File: src/rtl/core/riffwav_pkg.sv
// shared constants and types for the riff/wave chunk parser
package riffwav_pkg;

	localparam logic [31:0] TAG_RIFF = 32'h4646_4952;
	localparam logic [31:0] TAG_WAVE = 32'h4556_4157;
	localparam logic [31:0] TAG_FMT  = 32'h2074_6d66;
	localparam logic [31:0] TAG_DATA = 32'h6174_6164;

	localparam logic [31:0] MIN_FILE_LEN = 32'd44;
	localparam logic [31:0] MIN_FMT_LEN  = 32'd16;
	localparam logic [31:0] WAVE_LAST_IDX = 32'd11;
	localparam logic [31:0] RIFF_LAST_IDX = 32'd3;
	localparam logic [31:0] COUNT_MAX    = 32'hFFFF_FFFF;

	localparam int FMT_BYTES = 16;
	localparam int FMT_BITS  = FMT_BYTES * 8;

	typedef enum logic [2:0] {
		PH_FILE = 3'b001,
		PH_CHDR = 3'b010,
		PH_BODY = 3'b100
	} phase_t;

endpackage

File: src/rtl/core/riff_wave_chunk_parser_unit.sv
// riff/wave byte stream parser: data payload out, verdict with format on the last byte
//
//   channel | direction | handshake          | fields
//   in      | input     | in_valid/in_ready   | in_byte, is_last
//   out     | output    | out_valid/out_ready | kind, payload_byte, chunk_first, chunk_end,
//           |           |                     | file_valid, format_tag, channel_count,
//           |           |                     | sample_rate, byte_rate, block_align,
//           |           |                     | sample_bits, data_size
//
// one byte per cycle: parser state updates in the cycle a byte is accepted and its
// results land in a single result stage, so a byte enters every cycle the stage drains
// a final data byte that also carries the verdict fills the stage with two results;
// the next byte then waits while both are delivered
// reset is asynchronous and leaves the parser at file offset zero; after the verdict the
// parser returns to that state by itself for the next file
// a stalled output only blocks input once the stage cannot take the next result
module riff_wave_chunk_parser_unit
	import riffwav_pkg::*;
(
	input  logic        clk,
	input  logic        arst_n,
	input  logic        in_valid,
	output logic        in_ready,
	input  logic [7:0]  in_byte,
	input  logic        is_last,
	output logic        out_valid,
	input  logic        out_ready,
	output logic        kind,
	output logic [7:0]  payload_byte,
	output logic        chunk_first,
	output logic        chunk_end,
	output logic        file_valid,
	output logic [15:0] format_tag,
	output logic [15:0] channel_count,
	output logic [31:0] sample_rate,
	output logic [31:0] byte_rate,
	output logic [15:0] block_align,
	output logic [15:0] sample_bits,
	output logic [31:0] data_size
);

	// parser state
	phase_t                phase_q;
	logic [31:0]           byte_count_q;
	logic                  header_ok_q;
	logic [31:0]           tag_shift_q;
	logic [31:0]           size_shift_q;
	logic [31:0]           bytes_left_q;
	logic                  pad_pending_q;
	logic [2:0]            hdr_idx_q;
	logic [FMT_BITS-1:0]   fmt_shadow_q;
	logic [FMT_BITS-1:0]   fmt_kept_q;
	logic                  fmt_seen_q;
	logic                  data_seen_q;
	logic [31:0]           last_data_size_q;

	// next state
	phase_t                phase_d;
	logic [31:0]           byte_count_d;
	logic                  header_ok_d;
	logic [31:0]           tag_shift_d;
	logic [31:0]           size_shift_d;
	logic [31:0]           bytes_left_d;
	logic                  pad_pending_d;
	logic [2:0]            hdr_idx_d;
	logic [FMT_BITS-1:0]   fmt_shadow_d;
	logic [FMT_BITS-1:0]   fmt_kept_d;
	logic                  fmt_seen_d;
	logic                  data_seen_d;
	logic [31:0]           last_data_size_d;

	logic                  gen_pay;
	logic                  pay_first;
	logic                  pay_end;
	logic                  finish;
	logic [31:0]           body_off;
	logic                  verdict_ok;

	// result stage
	logic                  pv_s1;
	logic                  vv_s1;
	logic [7:0]            pay_byte_s1;
	logic                  pay_first_s1;
	logic                  pay_end_s1;
	logic                  vd_ok_s1;
	logic [FMT_BITS-1:0]   vd_fmt_s1;
	logic [31:0]           vd_size_s1;

	logic                  in_acc;
	logic                  out_acc;

	assign in_acc  = in_valid && in_ready;
	assign out_acc = out_valid && out_ready;

	// stage takes a new request when empty or about to be empty
	assign in_ready  = !(pv_s1 || vv_s1) || (out_ready && !(pv_s1 && vv_s1));
	assign out_valid = pv_s1 || vv_s1;

	assign body_off = size_shift_q - bytes_left_q;

	always_comb begin
		phase_d          = phase_q;
		byte_count_d     = (byte_count_q != COUNT_MAX) ? byte_count_q + 32'd1 : byte_count_q;
		header_ok_d      = header_ok_q;
		tag_shift_d      = tag_shift_q;
		size_shift_d     = size_shift_q;
		bytes_left_d     = bytes_left_q;
		pad_pending_d    = pad_pending_q;
		hdr_idx_d        = hdr_idx_q;
		fmt_shadow_d     = fmt_shadow_q;
		fmt_kept_d       = fmt_kept_q;
		fmt_seen_d       = fmt_seen_q;
		data_seen_d      = data_seen_q;
		last_data_size_d = last_data_size_q;
		gen_pay          = 1'b0;
		pay_first        = 1'b0;
		pay_end          = 1'b0;
		finish           = 1'b0;

		case (phase_q)
			PH_FILE: begin
				tag_shift_d = {in_byte, tag_shift_q[31:8]};
				if (byte_count_q == RIFF_LAST_IDX && tag_shift_d != TAG_RIFF) begin
					header_ok_d = 1'b0;
				end
				if (byte_count_q >= WAVE_LAST_IDX) begin
					if (tag_shift_d != TAG_WAVE) begin
						header_ok_d = 1'b0;
					end
					tag_shift_d = '0;
					hdr_idx_d   = '0;
					phase_d     = PH_CHDR;
				end
			end
			PH_BODY: begin
				if (tag_shift_q == TAG_FMT && body_off < MIN_FMT_LEN) begin
					for (int i = 0; i < FMT_BYTES; i++) begin
						if (body_off[3:0] == 4'(i)) begin
							fmt_shadow_d[i*8 +: 8] = in_byte;
						end
					end
				end
				if (tag_shift_q == TAG_DATA) begin
					gen_pay   = 1'b1;
					pay_first = (body_off == 32'd0);
					pay_end   = (bytes_left_q == 32'd1);
				end
				bytes_left_d = bytes_left_q - 32'd1;
				if (bytes_left_d == 32'd0) begin
					finish        = 1'b1;
					pad_pending_d = size_shift_q[0];
					hdr_idx_d     = '0;
					phase_d       = PH_CHDR;
				end
			end
			PH_CHDR: begin
				if (pad_pending_q) begin
					pad_pending_d = 1'b0;
				end else begin
					if (!hdr_idx_q[2]) begin
						tag_shift_d = {in_byte, tag_shift_q[31:8]};
					end else begin
						size_shift_d = {in_byte, size_shift_q[31:8]};
					end
					hdr_idx_d = hdr_idx_q + 3'd1;
					if (hdr_idx_q == 3'd7) begin
						if (size_shift_d == 32'd0) begin
							finish = 1'b1;
						end else begin
							bytes_left_d = size_shift_d;
							phase_d      = PH_BODY;
						end
					end
				end
			end
			default: begin
				phase_d = PH_FILE;
			end
		endcase

		// tag is stable here; size may have just shifted in
		if (finish) begin
			if (tag_shift_d == TAG_FMT && size_shift_d >= MIN_FMT_LEN) begin
				fmt_kept_d = fmt_shadow_d;
				fmt_seen_d = 1'b1;
			end else if (tag_shift_d == TAG_DATA) begin
				last_data_size_d = size_shift_d;
				data_seen_d      = 1'b1;
			end
		end
	end

	assign verdict_ok = (byte_count_d >= MIN_FILE_LEN) && header_ok_d && fmt_seen_d
		&& data_seen_d;

	always_ff @(posedge clk or negedge arst_n) begin
		if (!arst_n) begin
			phase_q          <= PH_FILE;
			byte_count_q     <= '0;
			header_ok_q      <= 1'b1;
			tag_shift_q      <= '0;
			size_shift_q     <= '0;
			bytes_left_q     <= '0;
			pad_pending_q    <= 1'b0;
			hdr_idx_q        <= '0;
			fmt_shadow_q     <= '0;
			fmt_kept_q       <= '0;
			fmt_seen_q       <= 1'b0;
			data_seen_q      <= 1'b0;
			last_data_size_q <= '0;
		end else if (in_acc) begin
			if (is_last) begin
				// back to start of file
				phase_q          <= PH_FILE;
				byte_count_q     <= '0;
				header_ok_q      <= 1'b1;
				tag_shift_q      <= '0;
				size_shift_q     <= '0;
				bytes_left_q     <= '0;
				pad_pending_q    <= 1'b0;
				hdr_idx_q        <= '0;
				fmt_shadow_q     <= '0;
				fmt_kept_q       <= '0;
				fmt_seen_q       <= 1'b0;
				data_seen_q      <= 1'b0;
				last_data_size_q <= '0;
			end else begin
				phase_q          <= phase_d;
				byte_count_q     <= byte_count_d;
				header_ok_q      <= header_ok_d;
				tag_shift_q      <= tag_shift_d;
				size_shift_q     <= size_shift_d;
				bytes_left_q     <= bytes_left_d;
				pad_pending_q    <= pad_pending_d;
				hdr_idx_q        <= hdr_idx_d;
				fmt_shadow_q     <= fmt_shadow_d;
				fmt_kept_q       <= fmt_kept_d;
				fmt_seen_q       <= fmt_seen_d;
				data_seen_q      <= data_seen_d;
				last_data_size_q <= last_data_size_d;
			end
		end
	end

	// result stage control: payload goes out before the verdict
	always_ff @(posedge clk or negedge arst_n) begin
		if (!arst_n) begin
			pv_s1 <= 1'b0;
			vv_s1 <= 1'b0;
		end else if (in_acc) begin
			pv_s1 <= gen_pay;
			vv_s1 <= is_last;
		end else if (out_acc) begin
			if (pv_s1) begin
				pv_s1 <= 1'b0;
			end else begin
				vv_s1 <= 1'b0;
			end
		end
	end

	always_ff @(posedge clk) begin
		if (in_acc && gen_pay) begin
			pay_byte_s1  <= in_byte;
			pay_first_s1 <= pay_first;
			pay_end_s1   <= pay_end;
		end
		if (in_acc && is_last) begin
			vd_ok_s1   <= verdict_ok;
			vd_fmt_s1  <= fmt_kept_d;
			vd_size_s1 <= last_data_size_d;
		end
	end

	assign kind          = !pv_s1;
	assign payload_byte  = pv_s1 ? pay_byte_s1 : 8'd0;
	assign chunk_first   = pv_s1 && pay_first_s1;
	assign chunk_end     = pv_s1 && pay_end_s1;
	assign file_valid    = !pv_s1 && vd_ok_s1;
	assign format_tag    = pv_s1 ? 16'd0 : vd_fmt_s1[15:0];
	assign channel_count = pv_s1 ? 16'd0 : vd_fmt_s1[31:16];
	assign sample_rate   = pv_s1 ? 32'd0 : vd_fmt_s1[63:32];
	assign byte_rate     = pv_s1 ? 32'd0 : vd_fmt_s1[95:64];
	assign block_align   = pv_s1 ? 16'd0 : vd_fmt_s1[111:96];
	assign sample_bits   = pv_s1 ? 16'd0 : vd_fmt_s1[127:112];
	assign data_size     = pv_s1 ? 32'd0 : vd_size_s1;

`ifndef ASSERT_OFF
	a_stall_only_full: assert property (@(posedge clk) disable iff (!arst_n)
		!in_ready |-> (out_valid && (!out_ready || (pv_s1 && vv_s1))))
		else $error("input stalled while result stage can drain");

	a_last_gives_verdict: assert property (@(posedge clk) disable iff (!arst_n)
		(in_valid && in_ready && is_last) |=> (vv_s1 && out_valid))
		else $error("last byte did not produce a verdict");

	a_pair_drains_payload: assert property (@(posedge clk) disable iff (!arst_n)
		(pv_s1 && vv_s1 && out_ready) |=> (!pv_s1 && vv_s1 && kind))
		else $error("verdict lost or payload repeated");

	a_restart_after_last: assert property (@(posedge clk) disable iff (!arst_n)
		(in_valid && in_ready && is_last) |=> (phase_q == PH_FILE && byte_count_q == 32'd0))
		else $error("parser did not restart after last byte");
`endif

endmodule
File: config.mk
export PLATFORM = sky130hd
export DESIGN_NAME = riff_wave_chunk_parser_unit
export DESIGN_NICKNAME = d
export VERILOG_FILES = /design/src/rtl/core/riffwav_pkg.sv /design/src/rtl/core/riff_wave_chunk_parser_unit.sv
export SDC_FILE = /design/constraint.sdc
export NUM_CORES = 1
export LEC_CHECK = 0
export BUFFER_PORTS_ARGS = -buffer_cell sky130_fd_sc_hd__buf_2
export CAP_MARGIN = 20
export CORE_AREA = 4 4 193 382
export CTS_BUF_LIST = sky130_fd_sc_hd__clkbuf_8
export CTS_CLUSTER_DIAMETER = 120
export DETAILED_ROUTE_END_ITERATION = 7
export DIE_AREA = 0 0 197 386
export PLACE_DENSITY = 0.67
export RECOVER_POWER = 25
export SYNTH_ARGS = -nofsm -noshare
export SYNTH_HDL_FRONTEND = slang
export SYNTH_SLANG_ARGS = --single-unit
File: constraint.sdc
create_clock -name clk -period 6.53 [get_ports clk]
set_input_delay 0.3265 -clock clk [delete_from_list [all_inputs] [get_ports clk]]
set_output_delay 0.3265 -clock clk [all_outputs]
set_load 0.005 [all_outputs]
==> metrics, run 1 <==
status=complete, but fails checks; failing checks=max-capacitance violations, max-slew violations; final net count=4103; drc violations=0; Avg WL per Cell=26.00 um; async set-reset flop share out of synthesis=71.45%; final setup violation count=0; register area share after synthesis=45.29%; Hold Path Depth=4; number of port buffers=186; reg-to-reg startpoint=bytes_left_q[0]; Final TNS setup=0 ns; worst hold endpoint=fmt_shadow_q[13]; Ys Warns=0; final WL=131.2 mm; clock skew=0.07010 ns; Root Buffer=clkbuf_8; Congestion Overflow GR=0; critical path required time=7.20 ns; path depth of the worst reg2reg path=16; DRT Pass-1 Iters=6; register area=15850 sq um; Mapped Cells=4008; top area cells in the synthesized netlist=dfrtp_1 (30%), edfxtp_1 (15%), nand2_1 (7.0%); vias per inst=6.314; crit share post-route=85.08%; Worst Slack Setup Final=0.9742 ns; fin crit period=5.556 ns; Worst Tran Pin Value=3.675 ns; top flop regs=fmt_kept_q: 128 flops, fmt_shadow_q: 128 flops, vd_fmt_s1: 128 flops; first-pass GRT wire length=196.7 mm; Clock power frac=29.7%; Main synth FF type=dfrtp_1; share of layout cells above drive strength 1=11.28%; Hold Violations, Final=0; Post-synth EDFFs=171; Filler cells=6669; Post-CTS Setup Repair Bufs=0; worst min-delay path category=in -> reg; CTS tree=yes; H-Tree Depth=3; Top-Level Pins=187; RSZ-0062 raised after global routing=false; clk sinks=599; crit start category=flop; Iter 0 DRT Violations=2631; maximum net fanout on the critical path=16; synth unique cells=81; Int Pwr=6799 uW; peak supply drop=0.2344 mV; area of the multi-input gates=17610 sq um; Synth Register Bits=599; share of Yosys cell area claimed by the top area cell type=30.47%; min-delay src=in_valid; combinational share of power=31.4%; Reg2Reg Setup Slack=0.97 ns; synthesized net count=4059; DP Wirelength=86.89 mm; Starting Density=49.43%; core box area=70790 sq um; initial antenna violation count=2; die area=76040 sq um; gpl congestion=1.041; relative slew slack=-145.0%; Reg-to-Reg End=fmt_kept_q[21]; crit path DAT=6.23 ns; CTS Buffer Depth=3; post-route ant nets=0; cell area after synthesis=34990 sq um; largest net degree at the start of global routing=140; max_cap viols=4; count leader, synth=nand2_1; Layout area overhead=10.35%; Mean Syn Cell Area=8.730 sq um; CTS buffer count=93; number of global-route vias before repair=30940; biggest area consumer among synthesized cells=dfrtp_1; Sw Ratio=38.91%; Pwr Total=11130 uW; die height=386 um; Slew Viols, Final=346; pwr/cell area=288.2 nW/um^2; total track usage=33.94%; Via Count=31850; Critical Path Start=bytes_left_q[0]; setup slack at placement=1.171 ns; Net Sw Power=4330 uW; sequential share of power=38.9%; Crit. End Element=flop; Clock transition at path regs=0.07 ns; # resized after CTS=0; die width=197 um; Leak=0.01739 uW; top cells by count, synth=nand2_1 (651), dfrtp_1 (426), nor2_1 (304), nor2b_1 (293), o21ai_0 (288); CP Class=reg -> reg; Worst-Skew Late Latency=0.79 ns; standard-cell rows=138; Max Fclk=180.0 MHz
## worst max path at each step
stage                           end  slack (ns)  cells after the start
2_1_floorplan          vd_fmt_s1[0]        1.53                      7
3_3_place_gp   last_data_size_q[18]        1.11                     14
3_5_place_dp          vd_fmt_s1[87]        1.17                     15
4_1_cts               vd_fmt_s1[87]        1.14                     15
5_1_grt              vd_fmt_s1[111]        0.67                     15
6_report             fmt_kept_q[21]        0.97                     16
## worst max-delay path: stages, from the launching register on
cell       delay, ns
dfrtp_1         0.63
ha_1            0.26
inv_1           0.05
fa_1            0.40
a21o_1          0.23
a221o_1         0.38
a21oi_1         0.52
o211ai_1        0.19
and2_1          0.26
a2111oi_0       0.56
nand4_1         0.23
nor4_4          0.19
buf_4           0.28
nand4_2         0.43
buf_4           0.37
mux2_1          0.33
nor2_1          0.08
## through the flow
stage	utilization [%]	hold WS, ns	std cells	area, sq um
after floorplan	-	0.03091	4008	34990
after detailed placement	51.78	0.4036	4860	36660
after global placement	51.74	0.4076	4859	36630
after global routing	54.53	0.1312	5041	38600
after CTS	54.57	0.004292	5039	38630
final	54.54	0.1068	5045	38610
## placed cells by master, fill, tap and decap left out, types with 15 or more instances in the layout
| cell type | synthesis | routed |
|---|---|---|
| nand2_1 | 651 | 648 |
| dfrtp_1 | 426 | 424 |
| nor2_1 | 304 | 302 |
| nor2b_1 | 293 | 293 |
| o21ai_0 | 288 | 288 |
| a21oi_1 | 189 | 189 |
| buf_2 | 60 | 176 |
| nand3_1 | 174 | 174 |
| mux2i_1 | 172 | 172 |
| edfxtp_1 | 171 | 171 |
| o211ai_1 | 152 | 152 |
| clkbuf_8 | 0 | 113 |
| o21a_1 | 106 | 106 |
| inv_1 | 57 | 92 |
| buf_4 | 5 | 86 |
| a22o_1 | 71 | 71 |
| nand4_1 | 70 | 70 |
| o21ai_1 | 56 | 56 |
| nor3_1 | 53 | 51 |
| nor4_1 | 47 | 47 |
| a31oi_1 | 37 | 37 |
| ha_1 | 37 | 37 |
| and3_1 | 27 | 27 |
| nand2b_1 | 22 | 22 |
| xnor2_1 | 17 | 17 |
| o31ai_1 | 16 | 16 |
| and2_1 | 16 | 16 |
| mux2_2 | 16 | 16 |
| mux2_1 | 15 | 15 |
## timing repair
item | in CTS | in global routing
endpoints found under the setup margin | 0 | 0
hold endpoints to repair | 95 | 0
hold buffers | 6 | 0
## power by group through the flow
stage	Clock [uW]	Sequential, uW	Combinational, uW
after floorplan	0	4240	2240
after global placement	0	4390	3420
after detailed placement	0	4390	3370
after CTS	3370	4320	3390
after global routing	3520	4350	3730
final	3310	4330	3490
## metal layers
layer,global-route usage (%),vias up,wire (um)
li1,-,14340,-
met1,37.10,15550,44850
met2,59.09,1474,66160
met3,5.373,489,8345
met4,24.83,0,11810
met5,0,-,0
## final cells by class
cell class / instances / area share (%)
Timing Repair Buffer: 292 / 4.825
Clock inverter: 60 / 0.9332
Multi-Input combinational cell: 3009 / 45.61
Sequential cell: 599 / 41.06
Antenna cell: 5 / 0.03240
Inverter: 57 / 0.5671
Tap cell: 910 / 2.949
Clock buffer: 113 / 4.028
## cells by family after synthesis
group	share of synthesized area [%]
muxes	5.918
and+or+nand+nor	23.94
AOI/OAI and AO/OA	18.18
adders and majority gates	1.409
DFF	45.29
xor gates and xnor gates	0.7009
buffers and inverters	4.566
(Power assumes the default switching activity.)
==> inputs of run 2 (changes only) <==
--- a/config.mk
+++ b/config.mk
@@ -7,12 +7,12 @@
 export LEC_CHECK = 0
 export BUFFER_PORTS_ARGS = -buffer_cell sky130_fd_sc_hd__buf_2
 export CAP_MARGIN = 20
-export CORE_AREA = 4 4 193 382
+export CORE_AREA = 4 4 270 272
 export CTS_BUF_LIST = sky130_fd_sc_hd__clkbuf_8
 export CTS_CLUSTER_DIAMETER = 120
 export DETAILED_ROUTE_END_ITERATION = 7
-export DIE_AREA = 0 0 197 386
-export PLACE_DENSITY = 0.67
+export DIE_AREA = 0 0 274 276
+export PLACE_DENSITY = 0.7
 export RECOVER_POWER = 25
 export SYNTH_ARGS = -nofsm -noshare
 export SYNTH_HDL_FRONTEND = slang
==> run 2 against run 1 <==
The run ends with design-rule violations, max-capacitance violations, max-slew violations left. Largest power group unchanged. Largest cell class unchanged. Global-route usage is 3.8 points lower. Via count fell by 1.1%. Total power shrank 0.31%. Register-to-register slack lost 0.40 ns. Clock-buffer cell count increased by 10. Critical path type unchanged. Sequential share of layout area rose by 0.097 points. Worst setup slack worse by 0.40 ns. Clock power increased by 5%. Non-clock buffer count decreased by 31. Die area is 0.55% lower. Wire length down 11%.
==> metrics, run 2 (synthesized netlist as in run 1, its figures left out) <==
status=complete, but fails checks; failing checks=design-rule violations, max-capacitance violations, max-slew violations; initial antenna violation count=1 (-1); crit path DAT=6.46 ns (+0.23 ns); total track usage=30.14% (-3.8 points); share of layout cells above drive strength 1=10.77% (-0.51 points); crit start category=flop; Via Count=31490 (-1.1%); Root Buffer=clkbuf_8; Avg WL per Cell=23.02 um (-11%); Sw Ratio=37.84% (-1.1 points); Filler cells=6438 (-3.5%); Slew Viols, Final=118 (-66%); die width=274 um (+39%); fin crit period=5.959 ns (+0.4036 ns); most common cell after layout, fill and taps aside=nand2_1; final net count=4083 (-0.49%); number of global-route vias before repair=29300 (-5.3%); pwr/cell area=288.1 nW/um^2 (about the same); RSZ-0062 raised after global routing=false; first-pass GRT wire length=179.9 mm (-8.5%); CTS tree=yes; maximum net fanout on the critical path=16 (unchanged); worst min-delay path category=in -> reg; Post-CTS Setup Repair Bufs=0 (unchanged); CTS Buffer Depth=3 (unchanged); number of port buffers=186 (unchanged); combinational share of power=29.8% (-1.6 points); peak supply drop=0.2600 mV (+11%); Int Pwr=6897 uW (+1.4%); area post-placement=36400 sq um (-0.71%); post-route ant nets=0 (unchanged); DRT Pass-1 Iters=8 (+2); top flop regs=fmt_kept_q: 128 flops, fmt_shadow_q: 128 flops, vd_fmt_s1: 128 flops; Iter 0 DRT Violations=3591 (+36%); die area=75620 sq um (-0.55%); max_cap viols=2 (-2); most frequent cells in the layout=nand2_1 (648), dfrtp_1 (425), nor2_1 (303); Hold Violations, Final=0 (unchanged); Net Sw Power=4198 uW (-3.1%); relative slew slack=-243.4% (-98 points); vias per inst=6.207 (-1.7%); Layout area overhead=10.07%; fin area=38510 sq um (-0.26%); final setup violation count=0 (unchanged); die height=276 um (-28%); Worst-Skew Late Latency=0.76 ns (-0.03 ns); standard-cell rows=98 (-29%); final WL=116.8 mm (-11%); H-Tree Depth=3 (unchanged); CP Class=reg -> reg; clock skew=0.07431 ns (+0.004211 ns); Starting Density=49.46% (about the same); core box area=70750 sq um (about the same); Clock power frac=31.2% (+1.5 points); Worst Tran Pin Value=5.150 ns (+1.475 ns); Max Fclk=167.8 MHz (-6.8%); Congestion Overflow GR=0 (unchanged); largest net degree at the start of global routing=155 (+11%); Leak=0.01736 uW (-0.17%); gpl congestion=1.006 (-3.4%); critical path required time=7.04 ns (-0.16 ns); Final TNS setup=0 ns (unchanged); CTS buffer count=104 (+12%); drc violations=2 (+2); fin util=54.43% (-0.11 points); Crit. End Element=flop; Clock transition at path regs=0.06 ns (about the same); clk sinks=599 (unchanged); crit share post-route=91.26% (+6.2 points); Top-Level Pins=187 (unchanged); DP Wirelength=74.82 mm (-14%); sequential share of power=39.0% (about the same)
run 2: area by class of cell:
type,instances,area (sq um),share of cell area [%]
Tap cell,950,1189,3.086
Multi-Input combinational cell,3009,17600,45.70
Inverter,57,219.0,0.5686
Clock buffer,123,1693,4.396
Sequential cell,599,15850,41.15
Timing Repair Buffer,261,1548,4.019
Antenna cell,2,5.005,0.01300
Clock inverter,73,411.6,1.069
run 2: repair_timing:
action                                 CTS  global route
gates resized for setup                  0             0
endpoints found under the hold margin  103             0
hold buffers                             2             0
run 2: power groups by stage:
stage,Clock [uW],Combinational (uW),Sequential (uW)
after floorplan,0,2240,4240
after global placement,0,3270,4380
after detailed placement,0,3200,4380
after CTS,3520,3220,4310
after global routing,3710,3560,4340
final,3460,3300,4330
run 2: routing by layer:
metal / vias up / track usage, % / part of all wire, %
li1: 14330 / - / -
met1: 15380 / 43.51 / 43
met3: 254 / 5.476 / 9.0
met2: 1527 / 45.82 / 45
met5: - / 0 / 0
met4: 0 / 10.47 / 3.5
run 2: per-stage QoR:
| stage | setup WS [ns] | hold WS [ns] | total power [uW] | cells |
|---|---|---|---|---|
| final | 0.5707 | 0.1258 | 11090 | 5074 |
| after detailed placement | 0.7658 | 0.4502 | 7585 | 4873 |
| after CTS | 0.7209 | 0.0002933 | 11060 | 5071 |
| after global routing | 0.1422 | 0.1163 | 11610 | 5073 |
| after floorplan | 1.528 | 0.03091 | 6488 | 4008 |
| after global placement | 0.6477 | 0.4449 | 7649 | 4873 |
run 2: final timing paths:
path | start | endpoint | slack, ns | cells past startpoint
min in group asynchronous | arst_n | last_data_size_q[5] | 2.24 | 2
setup / recovery | bytes_left_q[1] | vd_fmt_s1[27] | 0.57 | 12
setup reg to reg | bytes_left_q[1] | vd_fmt_s1[27] | 0.57 | 12
hold reg to reg | header_ok_q | header_ok_q | 0.48 | 2
hold / removal | is_last | phase_q[0] | 0.13 | 3
max in group asynchronous | arst_n | byte_count_q[24] | 1.32 | 2
run 2: worst max-delay path, cell delays in order, from the launching register on:
cell	delay [ns]
dfrtp_1	0.47
inv_1	0.24
ha_1	0.34
nor3b_2	0.61
nand3_1	0.46
nor3_1	0.52
xnor2_1	0.20
nand4_1	0.10
nor4_1	0.32
o211ai_1	0.35
nor3_2	0.72
nand2_1	0.91
o211ai_1	0.46
